==> src/rtl/core/assert_macros.svh <==
// ----------------------------------------------------------------------------
// Assertion macros
// Shared forms for the concurrent checks in the RTL.
// ----------------------------------------------------------------------------
`ifndef ASSERT_MACROS_SVH
`define ASSERT_MACROS_SVH

// Condition in the same cycle.
`define ASSERT_IMPLIES(label, clk, rst, ante, cons) \
   label: assert property (@(posedge clk) disable iff (rst) (ante) |-> (cons)) \
      else $error("assertion failed: same-cycle implication");

// Condition in the next cycle.
`define ASSERT_NEXT(label, clk, rst, ante, cons) \
   label: assert property (@(posedge clk) disable iff (rst) (ante) |=> (cons)) \
      else $error("assertion failed: next-cycle implication");

`endif

==> src/rtl/core/bra_ram.sv <==
// ----------------------------------------------------------------------------
// bra_ram
// Generic single-write, single-read RAM with registered read data.
// ----------------------------------------------------------------------------
module bra_ram #(
   parameter int WIDTH = 64,
   parameter int DEPTH = 64
) (
   input  logic                     clock,
   input  logic                     wr_en,
   input  logic [$clog2(DEPTH)-1:0] wr_addr,
   input  logic [WIDTH-1:0]         wr_data,
   input  logic [$clog2(DEPTH)-1:0] rd_addr,
   output logic [WIDTH-1:0]         rd_data
);

   logic [WIDTH-1:0] mem [DEPTH];
   logic [WIDTH-1:0] rd_data_ff;

   always_ff @(posedge clock) begin
      if (wr_en) begin
         mem[wr_addr] <= wr_data;
      end
      rd_data_ff <= mem[rd_addr];
   end

   assign rd_data = rd_data_ff;

endmodule

==> config.mk <==
export PLATFORM = sky130hd
export DESIGN_NAME = bra_ram
export DESIGN_NICKNAME = d
export VERILOG_FILES = /design/src/rtl/core/assert_macros.svh /design/src/rtl/core/bra_ram.sv
export SDC_FILE = /design/constraint.sdc
export NUM_CORES = 2
export LEC_CHECK = 0
export BUFFER_PORTS_ARGS = -buffer_cell sky130_fd_sc_hd__clkbuf_2
export CELL_PAD_IN_SITES_DETAIL_PLACEMENT = 1
export CELL_PAD_IN_SITES_GLOBAL_PLACEMENT = 2
export CORE_UTILIZATION = 58
export CTS_BUF_LIST = sky130_fd_sc_hd__clkbuf_8
export DETAILED_ROUTE_END_ITERATION = 7
export PLACE_DENSITY_LB_ADDON = 0.1
export SLEW_MARGIN = 10
export SYNTH_ARGS = -nofsm -noshare
export SYNTH_HDL_FRONTEND = slang
export SYNTH_SLANG_ARGS = --single-unit
export TNS_END_PERCENT = 5
==> constraint.sdc <==
create_clock -name clock -period 10.7 [get_ports clock]
set_clock_uncertainty 0.15 [all_clocks]
set_input_delay 2.14 -clock clock [delete_from_list [all_inputs] [get_ports clock]]
set_output_delay 2.14 -clock clock [all_outputs]
set_load 0.005 [all_outputs]
# After elaboration in Yosys (flattened, before gate mapping)
# Memory sizes are Yosys's and may differ from the RTL's. A register that Yosys moved wholly into a read port is not among the register bits.
# Index checks and enable logic that the tools add are counted.
word_totals:
  register_bits: 0
  mem_bits_rw: 4096
  inputBits: 78
  output_inout_bits: 64
  word_cells: 3
  n_memories: 1
classes:
  mux: 2
memory_table:
  columns: ["name", "words", "word_bits", "rd", "rd_ports_with_merged_regs", "write_ports", "line_no", "rtl"]
  rows:
  - ["mem", 64, 64, 1, 1, 1, "bra_ram.sv:17", "logic [WIDTH-1:0] mem [DEPTH];"]
op_table:
  columns: ["cell", "count"]
  rows:
  - ["1-bit 2-to-1 mux", 2]

# Longest topological paths before layout
logic_depth:
  depth_word: 2
  depth_mapped: 9
  ltp_nobuf: 5

# Worst setup path before layout
# OpenSTA, ideal clock, no wires.
synth_path:
  path_kind: "input-to-reg"
  from: "in wr_addr[3]"
  to: "mem mem[48][0] (enable)"
  setup_ns: 0.564
  arrival_time_ns: 7.012
  required_ns: 9.986
  path_slack_ns: 2.974
  stages: 4
  path_buffers: 1
  path_cell_list: "clkbuf_1 > nor2b_1 > nand4b_1 > nor3_1"
synth_rtl:
  columns: ["element", "line_no", "rtl"]
  rows:
  - ["start: declaration", "bra_ram.sv:11", "input logic [$clog2(DEPTH)-1:0] wr_addr,"]
  - ["end: declaration", "bra_ram.sv:17", null]
# No word-level cell before the write port.

==> flow_summary_export.csv <==
group,metric,value,unit
status,status,"complete, no violations",
global_route,grt_max_degree,124,
sta,setup_viol,0,
sta,max-slew-margin-rel,13.6,%
cts,cts_setup_buffers,0,
global_route,grt_first_pass_wirelength,620,mm
power_and_ir_drop,p_per_area,184,nW/um^2
min_path,hold_class,"register to register",
setup_path,timing.critical_path.from,"rd_addr[3]",
setup_path,timing.rr.start,"mem[63][39]",
placed_design,post-dp-hpwl,233,mm
logic_synthesis,syn_area_per_cell,23.7,sq um
logic_synthesis,synth_cell_type_count,33,
cts,postCtsResizedCells,0,
routing,ant_nets,0,
logic_synthesis,async_flop_share,0,%
routing,drt_iter0_markers,10600,
setup_path,r2r_slack,8.43,ns
logic_synthesis,syn-num-nets,6676,
logic_synthesis,synth_warnings,0,
placed_design,io_buffers,141,
sta,tns,0,ns
setup_path,reg2reg_to,"rd_data[39]",
die,die_y,521,um
global_route,grt_remaining_overflow,0,
routing,dr.pass1.iters,5,
placed_design,place_congestion,0.783,
logic_synthesis,syn_area,156000,sq um
logic_synthesis,synth-edff-count,4096,
logic_synthesis,synth_seq_cells,4160,
cts,clk_latency,1.21,ns
cts,cts-root-buf,"clkbuf_8",
routing,wirelength,447,mm
routing,post-route-drc-count,0,
logic_synthesis,synth_most_common_cell,"edfxtp_1",
logic_synthesis,yosys-top-cells-count,"edfxtp_1 (4096), mux4_2 (1024), buf_2 (170)",
logic_synthesis,synth_top_area_share,78.7,%
die,die_area,272000,sq um
sta,max_slew.worst_pin.slew,1.30,ns
logic_synthesis,yosysTopAreaCell,"edfxtp_1",
global_route,grt_pass1_vias,80600,
sta,period_share,46.7,%
layout,finalNonFillerCells,11300,
cts,clock_sinks,4160,
setup_path,critPathLaunchType,"input pin",
sta,rsz0062_at_grt,"no",
placed_design,dp_cells,10100,
power_and_ir_drop,p_leak,55.3,nW
die,core_area,268000,sq um
setup_path,worst_setup_path_end_kind,"register",
cts,cts.htree.levels,6,
die,rows,190,
logic_synthesis,synthFlopType,"edfxtp_1",
setup_path,crit_arrival,5.87,ns
layout,drive_gt1_share,29.4,%
setup_path,path_max_fanout,45,
cts,hold_buffers,0,
cts,cts_buffers,649,
sta,finalCriticalPeriod,5.00,ns
setup_path,crit_end,"rd_data[33]",
cts,path_clk_slew,0.06,ns
logic_synthesis,postSynthCellCount,6598,
setup_path,cp.required,11.57,ns
run,cap_violations,0,
setup_path,worstRegToRegCells,5,
sta,hold_viol,0,
sta,max_freq,200,MHz
logic_synthesis,ys_seq_area_share,79.5,%
die,die_w,521,um
layout,fillCellCount,20900,
layout,finish.utilization,64.9,%
die,start_util,58.4,%
setup_path,critical_path_class,"input pin to register",
die,io_pins,142,
sta,slew_viol_final,0,
global_route,grt_antenna_before_repair,22,
layout,area_delta_synth_final,11.3,%
logic_synthesis,synthTopCellsByArea,"edfxtp_1 (79%), mux4_2 (15%), mux2i_1 (0.86%), dfxtp_1 (0.82%), a22oi_1 (0.81%)",
routing,via_count,78100,
cts,cts_tree,"yes",
cts,clockBufferDepth,4,
routing,avgRoutedWirePerCell,39.5,um
routing,via_per_inst,6.90,
layout,nets,7299,
global_route,grtUsageTotal,33.3,%
power_and_ir_drop,vdd_drop_max,0.000134,V
[metal layers]
layer	track usage (%)	vias to the layer above	routed length, um
li1	-	29900	-
met1	46.3	42600	170000
met2	53.2	4686	216000
met3	6.16	885	42800
met4	12.5	10	18600
met5	0	-	62
[cell usage in the layout, fill, tap and decap left out, types with 63 or more instances in the layout]
cell	n
buf_4	181
mux2i_1	135
a22oi_1	168
inv_1	267
dfxtp_1	64
clkbuf_8	687
a211oi_1	63
o22ai_1	83
clkbuf_2	128
a22o_1	88
edfxtp_1	4096
clkinv_1	120
mux4_2	1024
and3_1	64
nor2_4	65
[power by group]
part           total, W  internal, W  switching, W
Combinational   0.00152     0.000551      0.000969
Sequential       0.0181       0.0181     0.0000874
Clock            0.0124      0.00611       0.00624
[layout make-up]
class | count | area, sq um | area share, %
sequential | 4160 | 124000 | 71.4
timing repair buffer | 342 | 2500 | 1.44
multi-input combinational | 2049 | 30800 | 17.7
antenna | 16 | 40.0 | 0.0230
clock buffer | 687 | 9460 | 5.44
clock inverter | 486 | 2370 | 1.36
inverter | 19 | 71.3 | 0.0410
tap | 3552 | 4440 | 2.56
[kinds of logic (layout without fill, tap and decap cells)]
| kind of cell | Yosys count | count (layout) | share of synthesized area (%) |
|---|---|---|---|
| AOI/OAI and AO/OA | 504 | 504 | 2.48 |
| muxes | 1159 | 1159 | 15.6 |
| other | 0 | 16 | 0 |
| DFF | 4160 | 4160 | 79.5 |
| buffers and inverters | 389 | 1534 | 1.18 |
| and+or+nand+nor | 386 | 386 | 1.24 |
[flip-flops by register name, indices dropped and copies added, names as in the netlist]
signal and cells:
mem 4096, rd_data 64
[worst min-delay path by stage]
| stage | start | endpoint | slack [ns] | depth (start not counted) |
|---|---|---|---|---|
| 2_1_floorplan | mem[30][61] | rd_data[61] | 0.64 | 4 |
| 3_3_place_gp | mem[55][28] | rd_data[28] | 0.66 | 4 |
| 3_5_place_dp | mem[38][18] | rd_data[18] | 0.68 | 4 |
| 4_1_cts | mem[38][18] | rd_data[18] | 0.70 | 4 |
| 5_1_grt | mem[54][0] | rd_data[0] | 0.72 | 4 |
| 6_report | mem[47][44] | rd_data[44] | 0.69 | 4 |
[critical path: stages]
cell and delay, ns:
clkbuf_2 0.73, nor2b_4 0.29, buf_4 0.80, buf_4 0.84, a22oi_1 0.19, and3_1 0.22, a211oi_1 0.48
[metrics by stage]
stage	worst slack [ns]	instance area [sq um]	total power [W]	hold slack, ns
after floorplan	2.97	156000	0.0193	0.638
after global placement	4.54	162000	0.0200	0.660
after detailed placement	4.45	162000	0.0200	0.682
after CTS	5.74	174000	0.0322	0.696
after global routing	5.54	174000	0.0328	0.722
final	5.70	174000	0.0320	0.694
No activity file was read; power rests on OpenSTA's default activity.
